`config.mk`:
```
export PLATFORM = sky130hd
export DESIGN_NAME = xpl_mac
export DESIGN_NICKNAME = d
export VERILOG_FILES = /design/src/design/xpl_pkg.sv /design/src/design/xpl_mac.sv
export SDC_FILE = /design/constraint.sdc
export NUM_CORES = 1
export LEC_CHECK = 0
export BUFFER_PORTS_ARGS = -buffer_cell sky130_fd_sc_hd__buf_2
export CORE_UTILIZATION = 60
export CTS_BUF_LIST = sky130_fd_sc_hd__clkbuf_8
export DETAILED_ROUTE_END_ITERATION = 8
export PLACE_DENSITY = 0.76
export SLEW_MARGIN = 15
export SYNTH_ARGS = -nofsm -noshare
export SYNTH_HDL_FRONTEND = slang
export SYNTH_SLANG_ARGS = --single-unit
```
`constraint.sdc`:
```
create_clock -name clock -period 14.03 [get_ports clock]
set_clock_uncertainty 0.15 [all_clocks]
set_input_delay 1.403 -clock clock [delete_from_list [all_inputs] [get_ports clock]]
set_output_delay 1.403 -clock clock [all_outputs]
set_load 0.005 [all_outputs]
```
`src/design/xpl_pkg.sv`:
```
// ----------------------------------------------------------------------------
// xpl_pkg: shared types and constants for the cross-correlation peak finder
// Fixed port widths, the sequencer-to-MAC control group and the state type.
// ----------------------------------------------------------------------------
`default_nettype none

package xpl_pkg;

   localparam int SAMPLE_W   = 16;   // width of sample_a / sample_b on the port
   localparam int LAG_OUT_W  = 11;   // width of best_lag on the port
   localparam int PEAK_OUT_W = 42;   // width of peak_value on the port

   // control that travels with every product term through the MAC pipeline
   typedef struct packed {
      logic issue;   // term is valid
      logic first;   // first term of its lag
      logic last;    // last term of its lag
      logic head;    // term belongs to the first lag of the scan
      logic tail;    // term belongs to the last lag of the scan
   } term_ctl_type;

   typedef enum logic [1:0] {
      ST_LOAD,
      ST_START,
      ST_RUN,
      ST_HOLD
   } xpl_state_type;

endpackage

`default_nettype wire

```
`src/design/xpl_mac.sv`:
```
// ----------------------------------------------------------------------------
// xpl_mac: shared multiply-accumulate and peak tracker
// Multiplies one sample pair per cycle, sums each lag's terms and keeps the
// first maximum over the lags in scan order.
// ----------------------------------------------------------------------------
`default_nettype none

module xpl_mac #(
   parameter int SAMPLE_BITS = 16,
   parameter int LAG_W       = 11,
   parameter int ACC_W       = 43
) (
   input  wire logic                          clock,
   input  wire logic                          reset,
   input  wire xpl_pkg::term_ctl_type         ctl,
   input  wire logic signed [LAG_W-1:0]       lag,
   input  wire logic signed [SAMPLE_BITS-1:0] data_a,
   input  wire logic signed [SAMPLE_BITS-1:0] data_b,
   output logic                               done,
   output logic signed [LAG_W-1:0]            best_lag,
   output logic signed [ACC_W-1:0]            best_val
);

   localparam int PW = 2 * SAMPLE_BITS;

   xpl_pkg::term_ctl_type   c1_ff, c2_ff, c3_ff;
   logic signed [LAG_W-1:0] l1_ff, l2_ff, l3_ff;
   logic signed [PW-1:0]    prod_ff, prod_in;
   logic signed [ACC_W-1:0] acc_ff, acc_in, acc_base;
   logic signed [ACC_W-1:0] best_val_ff, best_val_in;
   logic signed [LAG_W-1:0] best_lag_ff, best_lag_in;
   logic                    done_ff, done_in;
   logic                    lag_end;

   assign prod_in  = data_a * data_b;
   assign acc_base = c2_ff.first ? ACC_W'(0) : acc_ff;
   assign acc_in   = acc_base + ACC_W'(prod_ff);
   assign lag_end  = c3_ff.issue && c3_ff.last;

   always_comb begin
      best_val_in = best_val_ff;
      best_lag_in = best_lag_ff;
      done_in     = 1'b0;
      if (lag_end) begin
         // strict compare keeps the earliest lag on ties
         if (c3_ff.head || (acc_ff > best_val_ff)) begin
            best_val_in = acc_ff;
            best_lag_in = l3_ff;
         end
         done_in = c3_ff.tail;
      end
   end

   always_ff @(posedge clock) begin
      if (reset) begin
         c1_ff   <= '0;
         c2_ff   <= '0;
         c3_ff   <= '0;
         done_ff <= 1'b0;
      end else begin
         c1_ff   <= ctl;
         c2_ff   <= c1_ff;
         c3_ff   <= c2_ff;
         done_ff <= done_in;
      end
   end

   always_ff @(posedge clock) begin
      l1_ff       <= lag;
      l2_ff       <= l1_ff;
      l3_ff       <= l2_ff;
      prod_ff     <= prod_in;
      best_val_ff <= best_val_in;
      best_lag_ff <= best_lag_in;
      if (c2_ff.issue) begin
         acc_ff <= acc_in;
      end
   end

   assign done     = done_ff;
   assign best_lag = best_lag_ff;
   assign best_val = best_val_ff;

endmodule

`default_nettype wire

```
==> metrics.md <==
| Metric | Value |
|---|---|
| Status | `finished, final reports clean` |
| Via density | `5.46` |
| DP Wirelength | `29.8 mm` |
| Initial DRC Count | `793` |
| Avg WL per Cell | `16.2 um` |
| Root Driver | `clkbuf_8` |
| DR DRC count | `0` |
| Post-layout minimum cycle time | `7110 ps` |
| Post-synthesis net count | `2,293` |
| Hold Buf Count CTS | `0` |
| # H-tree levels | `4` |
| Mapped Cells | `1,813` |
| Fin. max-slew vios | `0` |
| Post-DRT Antenna Nets | `0` |
| Post-CTS Resized | `0` |
| Crit path kind | `in -> reg` |
| Fraction of the mapped netlist area in adder cells | `40.6%` |
| Clock latency on the worst-skew pair | `470 ps` |
| Vias | `12.5k` |
| RSZ-0062 raised after global routing | `no` |
| Layout cells sized above 1 | `8.04%` |
| Hold violation total from the final report | `0` |
| Die area | `30,900 um^2` |
| Critical Path RT | `14,230 ps` |
| Setup WS pre-CTS | `6420 ps` |
| Tcrit/Tclk final | `50.7%` |
| Layout Area Growth over Synthesis | `7.05%` |
| Setup bufs post-CTS | `0` |
| Max clock buf depth | `2` |
| Die Height | `176 um` |
| RD Place Congestion | `0.918` |
| Final nets | `2,370` |
| Ys Warns | `0` |
| Synth Area in XOR/XNOR | `3.48%` |
| Fmax | `141 MHz` |
| CP arrival | `7310 ps` |
| Routed Wire Length | `37.1 mm` |
| Count of final setup violators | `0` |
| Initial antenna violation count | `0` |
| Simple-gate share of the synthesized area | `13.4%` |
| Area of the mapped netlist | `18,100 um^2` |
| Worst Setup Slack, final | `6920 ps` |
| ANT cells | `0` |
| Worst rel slew slack | `26.0%` |
| Vias in the first global route | `13.1k` |
| Ports | `105` |
| CTS Buf Count | `17` |
| Average size of a mapped cell | `10.0 um^2` |
| Worst min path class | `reg -> reg` |
| Startpoint Class | `input port` |
| First-pass GRT wire length | `62.6 mm` |
| Ys flop type | `edfxtp_1` |
| Number of distinct library cells after synthesis | `61` |
| Sequential share of the synthesized area | `24.9%` |
| Total GRT Usage | `25.3%` |
| Clock slew at reported path FFs | `110 ps` |
| Width of the die | `176 um` |
| Main combinational cell family by area after synthesis | `adder cells` |
| MaxCap Viol Count | `0` |
| Post-synth EDFFs | `97` |
| Slew @ Worst Pin | `1110 ps` |
| Async set or reset register ratio after synthesis | `0%` |
| CTS tree | `yes` |
| Port Buffers | `104` |
| 1st-pass router iterations | `7` |
| #FFs+latches synth | `177` |
| Total gr overflow | `0` |
| CP max FO | `16` |
| Post-synthesis compound-gate area fraction | `9.18%` |
| Initial Util | `61.0%` |
| Pin count of the biggest net entering global routing | `55` |
| CTS Sinks | `177` |
| Mux contribution to synthesized area | `0%` |
| # rows | `63` |
| Critical Path End Type | `flip-flop` |
| Core Area | `29,700 um^2` |
| Setup TNS | `0 ps` |
metal layers:
layer / share of wire [%] / up-vias / GRT usage [%]
met5: 0 / - / 0
met4: 1.6 / 0 / 6.12
li1: - / 5934 / -
met3: 5.6 / 49 / 2.81
met1: 46 / 6115 / 35.4
met2: 47 / 429 / 42.4
placed cells by master (no fill, tap or decap), types with 8 or more instances in the layout:
cell and n:
nand3_1 13, nor2_1 55, and2_1 120, nand4_1 19, ha_1 167, xnor2_1 54
nand2_1 161, nand2b_1 11, fa_1 263, o21a_1 9, dfxtp_1 79, a31oi_1 8
a21oi_1 77, nor2b_1 65, o211ai_1 9, o21bai_1 8, and3_1 10, inv_1 360
edfxtp_1 97, xor2_1 18, o21ai_0 37, buf_2 104, nor3_1 12, a21o_1 42
clkbuf_8 17
area by class of cell:
type                            instances  area (um^2)
Multi-Input combinational cell       1228        12100
Fill cell                            2357        10300
Sequential cell                       177         4520
Inverter                              360         1350
Timing Repair Buffer                  106          536
Tap cell                              390          488
Clock buffer                           17          234
Clock inverter                         15          188
worst max-delay path: stages:
cell and delay, ps:
buf_2 200, nand2_1 150, inv_1 100, fa_1 730, fa_1 500, fa_1 520
fa_1 510, fa_1 490, inv_1 50, fa_1 480, inv_1 40, ha_1 370
nand2_1 70, o21ai_0 350, a2111oi_0 130, nor3_1 520, a211oi_1 190, o31ai_1 270
a21oi_1 110, xnor2_1 130
synth_stat cells (6+ instances only):
library cell | count | area (um^2)
clkbuf_1 | 47 | 176
and3_1 | 10 | 62.6
dfxtp_1 | 80 | 1600
nand4_1 | 19 | 119
inv_1 | 360 | 1350
a21o_1 | 42 | 315
a21oi_1 | 77 | 385
nand3_1 | 13 | 65.1
and2_1 | 120 | 751
fa_1 | 263 | 5270
o21ai_0 | 37 | 185
o211ai_1 | 9 | 67.6
a211oi_1 | 6 | 45.0
nor2b_1 | 65 | 407
nand2b_1 | 11 | 68.8
a31oi_1 | 8 | 50.1
nand2_1 | 161 | 604
ha_1 | 167 | 2090
edfxtp_1 | 97 | 2910
xor2_1 | 18 | 158
nor3_1 | 12 | 60.1
o21a_1 | 9 | 67.6
o21bai_1 | 8 | 60.1
xnor2_1 | 54 | 473
nor2_1 | 55 | 206
path summary, 6_finish.rpt:
kind	depth (start not counted)	to	slack [ps]	start
hold / removal	0	l3_ff[8]	180	l2_ff[8]
hold reg to reg	0	l3_ff[8]	180	l2_ff[8]
setup / recovery	20	prod_ff[31]	6920	data_b[1]
setup reg to reg	11	acc_ff[31]	10300	c2_ff[3]
cells by family after synthesis:
family                   after synthesis
AND/OR/NAND/NOR                      478
adder cells (fa/ha/maj)              430
buffers and inverters                408
AO/OA/AOI/OAI                        248
flip-flops                           177
XOR/XNOR                              72
registers in the layout, summed over array words and instances (netlist names):
signal / cells
acc_ff: 43
best_val: 43
prod_ff: 32
best_lag: 11
l1_ff: 11
l2_ff: 11
l3_ff: 11
c1_ff: 5
c2_ff: 5
c3_ff: 4
done: 1
per-stage QoR:
stage / std cells / hold slack [ps] / utilization (%) / instance area, um^2
2_1_floorplan: 1813 / 160 / - / 18100
3_3_place_gp: 2261 / 160 / 63.9 / 19000
3_5_place_dp: 2261 / 162 / 63.9 / 19000
4_1_cts: 2293 / 181 / 65.3 / 19400
5_1_grt: 2293 / 189 / 65.3 / 19400
6_report: 2293 / 180 / 65.3 / 19400
Power is left out: the tool's default activity adds up to more than one toggle a clock period on the data nets, which glitch-free logic cannot reach.
