[src/design/xpl_pkg.sv]
// ----------------------------------------------------------------------------
// xpl_pkg: shared types and constants for the cross-correlation peak finder
// Fixed port widths, the sequencer-to-MAC control group and the state type.
// ----------------------------------------------------------------------------
`default_nettype none

package xpl_pkg;

   localparam int SAMPLE_W   = 16;   // width of sample_a / sample_b on the port
   localparam int LAG_OUT_W  = 11;   // width of best_lag on the port
   localparam int PEAK_OUT_W = 42;   // width of peak_value on the port

   // control that travels with every product term through the MAC pipeline
   typedef struct packed {
      logic issue;   // term is valid
      logic first;   // first term of its lag
      logic last;    // last term of its lag
      logic head;    // term belongs to the first lag of the scan
      logic tail;    // term belongs to the last lag of the scan
   } term_ctl_type;

   typedef enum logic [1:0] {
      ST_LOAD,
      ST_START,
      ST_RUN,
      ST_HOLD
   } xpl_state_type;

endpackage

`default_nettype wire

[src/design/xpl_seq.sv]
// ----------------------------------------------------------------------------
// xpl_seq: lag and term sequencer
// Walks every lag from -(N-1) to N-1 and, within a lag, every overlapping
// sample pair, issuing one pair of store addresses per cycle.
// ----------------------------------------------------------------------------
`default_nettype none

module xpl_seq #(
   parameter int MAX_LEN = 1024
) (
   input  wire logic                                   clock,
   input  wire logic                                   reset,
   input  wire logic                                   start,
   input  wire logic [$clog2(MAX_LEN+1)-1:0]           len,
   output xpl_pkg::term_ctl_type                       ctl,
   output logic      [$clog2(MAX_LEN)-1:0]             addr_a,
   output logic      [$clog2(MAX_LEN)-1:0]             addr_b,
   output logic signed [$clog2(MAX_LEN):0]             lag
);

   localparam int AW    = $clog2(MAX_LEN);
   localparam int CW    = $clog2(MAX_LEN + 1);
   localparam int LAG_W = AW + 1;

   logic                    active_ff, active_in;
   logic                    first_ff, first_in;
   logic signed [LAG_W-1:0] k_ff, k_in;
   logic signed [LAG_W-1:0] lenm1_ff, lenm1_in;
   logic [CW-1:0]           len_ff, len_in;
   logic [CW-1:0]           rem_ff, rem_in;
   logic [AW-1:0]           ia_ff, ia_in;
   logic [AW-1:0]           ib_ff, ib_in;

   logic signed [LAG_W-1:0] k_nx;
   logic [LAG_W-1:0]        mag_nx;
   logic                    last_term;
   logic                    final_lag;

   assign last_term = (rem_ff == CW'(1));
   assign final_lag = (k_ff == lenm1_ff);
   assign k_nx      = k_ff + LAG_W'(1);
   assign mag_nx    = k_nx[LAG_W-1] ? LAG_W'(-k_nx) : LAG_W'(k_nx);

   always_comb begin
      active_in = active_ff;
      first_in  = first_ff;
      k_in      = k_ff;
      lenm1_in  = lenm1_ff;
      len_in    = len_ff;
      rem_in    = rem_ff;
      ia_in     = ia_ff;
      ib_in     = ib_ff;
      if (start) begin
         // begin at the most negative lag: one term, a[0]*b[N-1]
         len_in    = len;
         lenm1_in  = LAG_W'(len - CW'(1));
         active_in = 1'b1;
         first_in  = 1'b1;
         k_in      = -lenm1_in;
         ia_in     = '0;
         ib_in     = lenm1_in[AW-1:0];
         rem_in    = CW'(1);
      end else if (active_ff) begin
         if (last_term) begin
            if (final_lag) begin
               active_in = 1'b0;
            end else begin
               // advance to the next lag
               first_in = 1'b1;
               k_in     = k_nx;
               ia_in    = k_nx[LAG_W-1] ? '0 : mag_nx[AW-1:0];
               ib_in    = k_nx[LAG_W-1] ? mag_nx[AW-1:0] : '0;
               rem_in   = len_ff - mag_nx[CW-1:0];
            end
         end else begin
            first_in = 1'b0;
            ia_in    = ia_ff + AW'(1);
            ib_in    = ib_ff + AW'(1);
            rem_in   = rem_ff - CW'(1);
         end
      end
   end

   always_ff @(posedge clock) begin
      if (reset) begin
         active_ff <= 1'b0;
      end else begin
         active_ff <= active_in;
      end
   end

   always_ff @(posedge clock) begin
      first_ff <= first_in;
      k_ff     <= k_in;
      lenm1_ff <= lenm1_in;
      len_ff   <= len_in;
      rem_ff   <= rem_in;
      ia_ff    <= ia_in;
      ib_ff    <= ib_in;
   end

   always_comb begin
      ctl.issue = active_ff;
      ctl.first = first_ff;
      ctl.last  = last_term;
      ctl.head  = (k_ff == -lenm1_ff);
      ctl.tail  = last_term && final_lag;
   end

   assign addr_a = ia_ff;
   assign addr_b = ib_ff;
   assign lag    = k_ff;

endmodule

`default_nettype wire

[config.mk]
export PLATFORM = sky130hd
export DESIGN_NAME = xpl_seq
export DESIGN_NICKNAME = d
export VERILOG_FILES = /design/src/design/xpl_pkg.sv /design/src/design/xpl_seq.sv
export SDC_FILE = /design/constraint.sdc
export NUM_CORES = 1
export LEC_CHECK = 0
export BUFFER_PORTS_ARGS = -buffer_cell sky130_fd_sc_hd__buf_2
export CAP_MARGIN = 20
export CORE_UTILIZATION = 56
export CTS_BUF_LIST = sky130_fd_sc_hd__clkbuf_8
export DETAILED_ROUTE_END_ITERATION = 8
export GPL_TIMING_DRIVEN = 0
export PLACE_DENSITY = 0.86
export SETUP_SLACK_MARGIN = 0.15
export SYNTH_ARGS = -nofsm -noshare
export SYNTH_HDL_FRONTEND = slang
export SYNTH_SLANG_ARGS = --single-unit
[constraint.sdc]
create_clock -name clock -period 3.12 [get_ports clock]
set_input_delay 0.468 -clock clock [delete_from_list [all_inputs] [get_ports clock]]
set_output_delay 0.468 -clock clock [all_outputs]
set_load 0.02 [all_outputs]
==> results.json <==
{
  "drv_cap": 0,
  "finalHoldViolCount": 0,
  "synthTopCellsByCount": "53 x nor2_1, 47 x xnor2_1, 43 x edfxtp_1, 37 x nor3_1",
  "violations": "setup timing",
  "yosys_register_bits": 66,
  "numCtsBuffers": 9,
  "grt_max_degree": 24,
  "die_h_um": 95.40,
  "r2r_end": "rem_ff[10]$_SDFFE_PP0P_",
  "fmax_ghz": 0.2972,
  "min-delay-start": "reset",
  "io-pin-count": 50,
  "avgRoutedWirePerCell_um": 21.78,
  "area_delta_synth_final_pct": 26.92,
  "ant_nets": 0,
  "rows": 33,
  "grt_antenna_before_repair": 0,
  "finalClockSkew_ps": 5.479,
  "yosysMostFrequentCell": "nor2_1",
  "clockBufferDepth": 2,
  "cts_tree": "yes",
  "start_util_pct": 58.57,
  "hp-class": "input port to flip-flop",
  "leakage_nw": 2.387,
  "holdPathEnd": "active_ff$_SDFF_PP0_",
  "setup_violations": 7,
  "dr_total_vias": 5047,
  "rr_worst_depth": 16,
  "clk_pin_slew_worst_paths_ps": 80,
  "ys_seq_area_share_pct": 35.86,
  "r2r-start": "lag[3]$_DFFE_PP_",
  "synthCells": 557,
  "first_global_vias": 4637,
  "port-buffer-count": 49,
  "clock_latency_ps": 360,
  "synthArstFlopShare_pct": 0,
  "critPathBufInv": 3,
  "status": "complete, but fails checks",
  "die_x_um": 95.40,
  "synth-edff-count": 43,
  "period_minus_slack_ps": 3364,
  "finalPower_mw": 6.319,
  "crit_path_max_fanout": 7,
  "numClockSinks": 66,
  "slew_headroom_pct": 51.89,
  "start_kind": "flip-flop",
  "hold_depth": 2,
  "synth.top_cells.by_area": "edfxtp_1 26%, dfxtp_1 9.4%, xnor2_1 8.4%, xor2_1 5.6%, ha_1 4.6%",
  "arrival_ps": 3610,
  "grt_usage_pct": 35.18,
  "synth_area_mm2": 0.004885,
  "drtPass1Iterations": 5,
  "core_mm2": 0.008341,
  "avgSynthCellArea_um2": 8.770,
  "critical-path-top-delay-family": "compound AO/OA/AOI/OAI gates",
  "maxSlewViolCount": 0,
  "cp.required_ps": 3370,
  "yosysTopAreaCell": "edfxtp_1",
  "overflow": 0,
  "critPathKind": "flip-flop to flip-flop",
  "path_cells": "buf_6, nand3_4, nor4_4, buf_6, xnor2_4, nor2_4, xnor2_4, fa_2, a211oi_2, buf_4, o21ai_2, a31oi_4, o21ai_2, nand2_1, a211oi_1, a311o_1",
  "slowest_stage": "fa_2",
  "synthesis.nets": 590,
  "finalWorstSetupSlack_ps": -244.2,
  "drtIter0Drc": 628,
  "synth_top_area_share_pct": 26.43,
  "whs_ps": 251.9,
  "yosys_warnings": 0,
  "drc": 0,
  "nets": 689,
  "startpoint": "lag[3]$_DFFE_PP_",
  "post_route_cells_drive_above_1_share_pct": 28.90,
  "power_density_mw_per_mm2": 1019,
  "ff2ff_setup_slack_ps": -240,
  "final.period_utilization_pct": 107.8,
  "crit_path_end_kind": "flip-flop",
  "ir_worst_vdd_v": 0.0004139,
  "synth-main-ff-cell": "edfxtp_1",
  "hpwl_mm": 10.36,
  "rsz0062_at_grt": "yes",
  "cpPeakStageDelay_ps": 410,
  "ctsRootBufferMaster": "clkbuf_8",
  "fillCellCount": 558,
  "ys_types": 60,
  "tightest_slew_ps": 721.7,
  "tns_ps": -1148,
  "diodes": 0,
  "h-tree-depth": 3,
  "die_area_mm2": 0.009100,
  "holdBufCountCts": 0,
  "grt_pass1_wl_mm": 23.81,
  "routed_via_density": 6.589,
  "gp_congestion": 0.9552,
  "totalWireLength_mm": 16.68
}
[per-stage QoR]
| step | util, % | worst slack (ps) | area, um2 | std cells |
|---|---|---|---|---|
| floorplan | - | -186.4 | 4955 | 557 |
| global placement | 63.92 | -371.5 | 5331 | 711 |
| detailed placement | 63.92 | -448.0 | 5331 | 711 |
| CTS | 70.36 | -117.6 | 5868 | 747 |
| global route | 74.33 | -397.0 | 6200 | 766 |
| finish | 74.33 | -244.2 | 6200 | 766 |
[cell families (layout without fill, tap and decap cells)]
kind of cell             count (synthesis)  after routing  synth area share [%]
AO/OA/AOI/OAI                          121            121                 15.09
AND/OR/NAND/NOR                        203            203                 21.57
buffers and inverters                   56            160                 5.200
flip-flops                              66             66                 35.86
XOR/XNOR                                80             80                 14.65
adder cells (fa/ha/maj)                 19             19                 5.021
multiplexers                            12             12                 2.613
[registers in the layout (all words and copies together), names as in the netlist]
| name | cells |
|---|---|
| rem_ff | 11 |
| lag | 11 |
| len_ff | 11 |
| active_ff | 1 |
| first_ff | 1 |
| addr_a | 10 |
| addr_b | 10 |
| lenm1_ff | 11 |
[per-layer routing]
layer  wire length, um  part of all wire [%]  vias up  GRT usage, %
li1                  -                     -     2190             -
met1              6094                    37     2318         44.08
met2              7569                    45      442         56.25
met3              2018                    12       97         7.416
met4               998                   6.0        0         19.90
met5                 0                     0        -             0
[final cells by class]
| cell class | count | area (um2) | share of cell area (%) |
|---|---|---|---|
| multi-input cells | 435 | 3271 | 52.75 |
| flip-flops and latches | 66 | 1752 | 28.25 |
| repair buffers | 90 | 569.3 | 9.183 |
| plain buffers | 30 | 200.2 | 3.229 |
| well taps | 105 | 131.4 | 2.119 |
| clock buffers | 9 | 123.9 | 1.998 |
| inverters | 24 | 90.09 | 1.453 |
| clock inverters | 7 | 62.56 | 1.009 |
[what timing repair did]
action                     in CTS  in global routing
pin swaps                      27                 23
setup endpoints to repair      12                 15
resized for setup              34                 43
setup buffers                  20                 21
[layout by cell type (no fill, tap or decap), drive strengths merged, types with 21 or more instances in the layout]
master  netlist  layout
nand2        36      36
buf          14     102
xnor2        47      47
edfxtp       43      43
o21ai        35      35
dfxtp        23      23
nor3         38      38
clkbuf       18      27
nand3        21      21
inv          24      26
a21oi        36      36
xor2         33      33
nor2         53      53
[power breakdown]
part | switching, mW | total (mW) | internal (mW)
clock network | 0.364 | 0.724 | 0.361
logic | 2.51 | 4.15 | 1.64
registers | 0.255 | 1.45 | 1.19
[how the worst max path moves through the flow]
stage / endpoint / slack [ps] / cells past startpoint
3_5_place_dp: rem_ff[10]$_SDFFE_PP0P_ / -450 / 16
2_1_floorplan: rem_ff[10]$_SDFFE_PP0P_ / -190 / 16
3_3_place_gp: rem_ff[10]$_SDFFE_PP0P_ / -370 / 13
4_1_cts: rem_ff[10]$_SDFFE_PP0P_ / -120 / 17
6_report: rem_ff[10]$_SDFFE_PP0P_ / -240 / 16
5_1_grt: rem_ff[6]$_SDFFE_PP0P_ / -400 / 16
[worst reg2reg max path, stage by stage, from the launching register on]
cell and delay, ps:
edfxtp_1 390, buf_6 170, nand3_4 170, nor4_4 350, buf_6 180, xnor2_4 150, nor2_4 90, xnor2_4 160
fa_2 410, a211oi_2 270, buf_4 150, o21ai_2 60, a31oi_4 240, o21ai_2 80, nand2_1 60, a211oi_1 50
a311o_1 280
No activity file was read; power rests on OpenSTA's default activity.
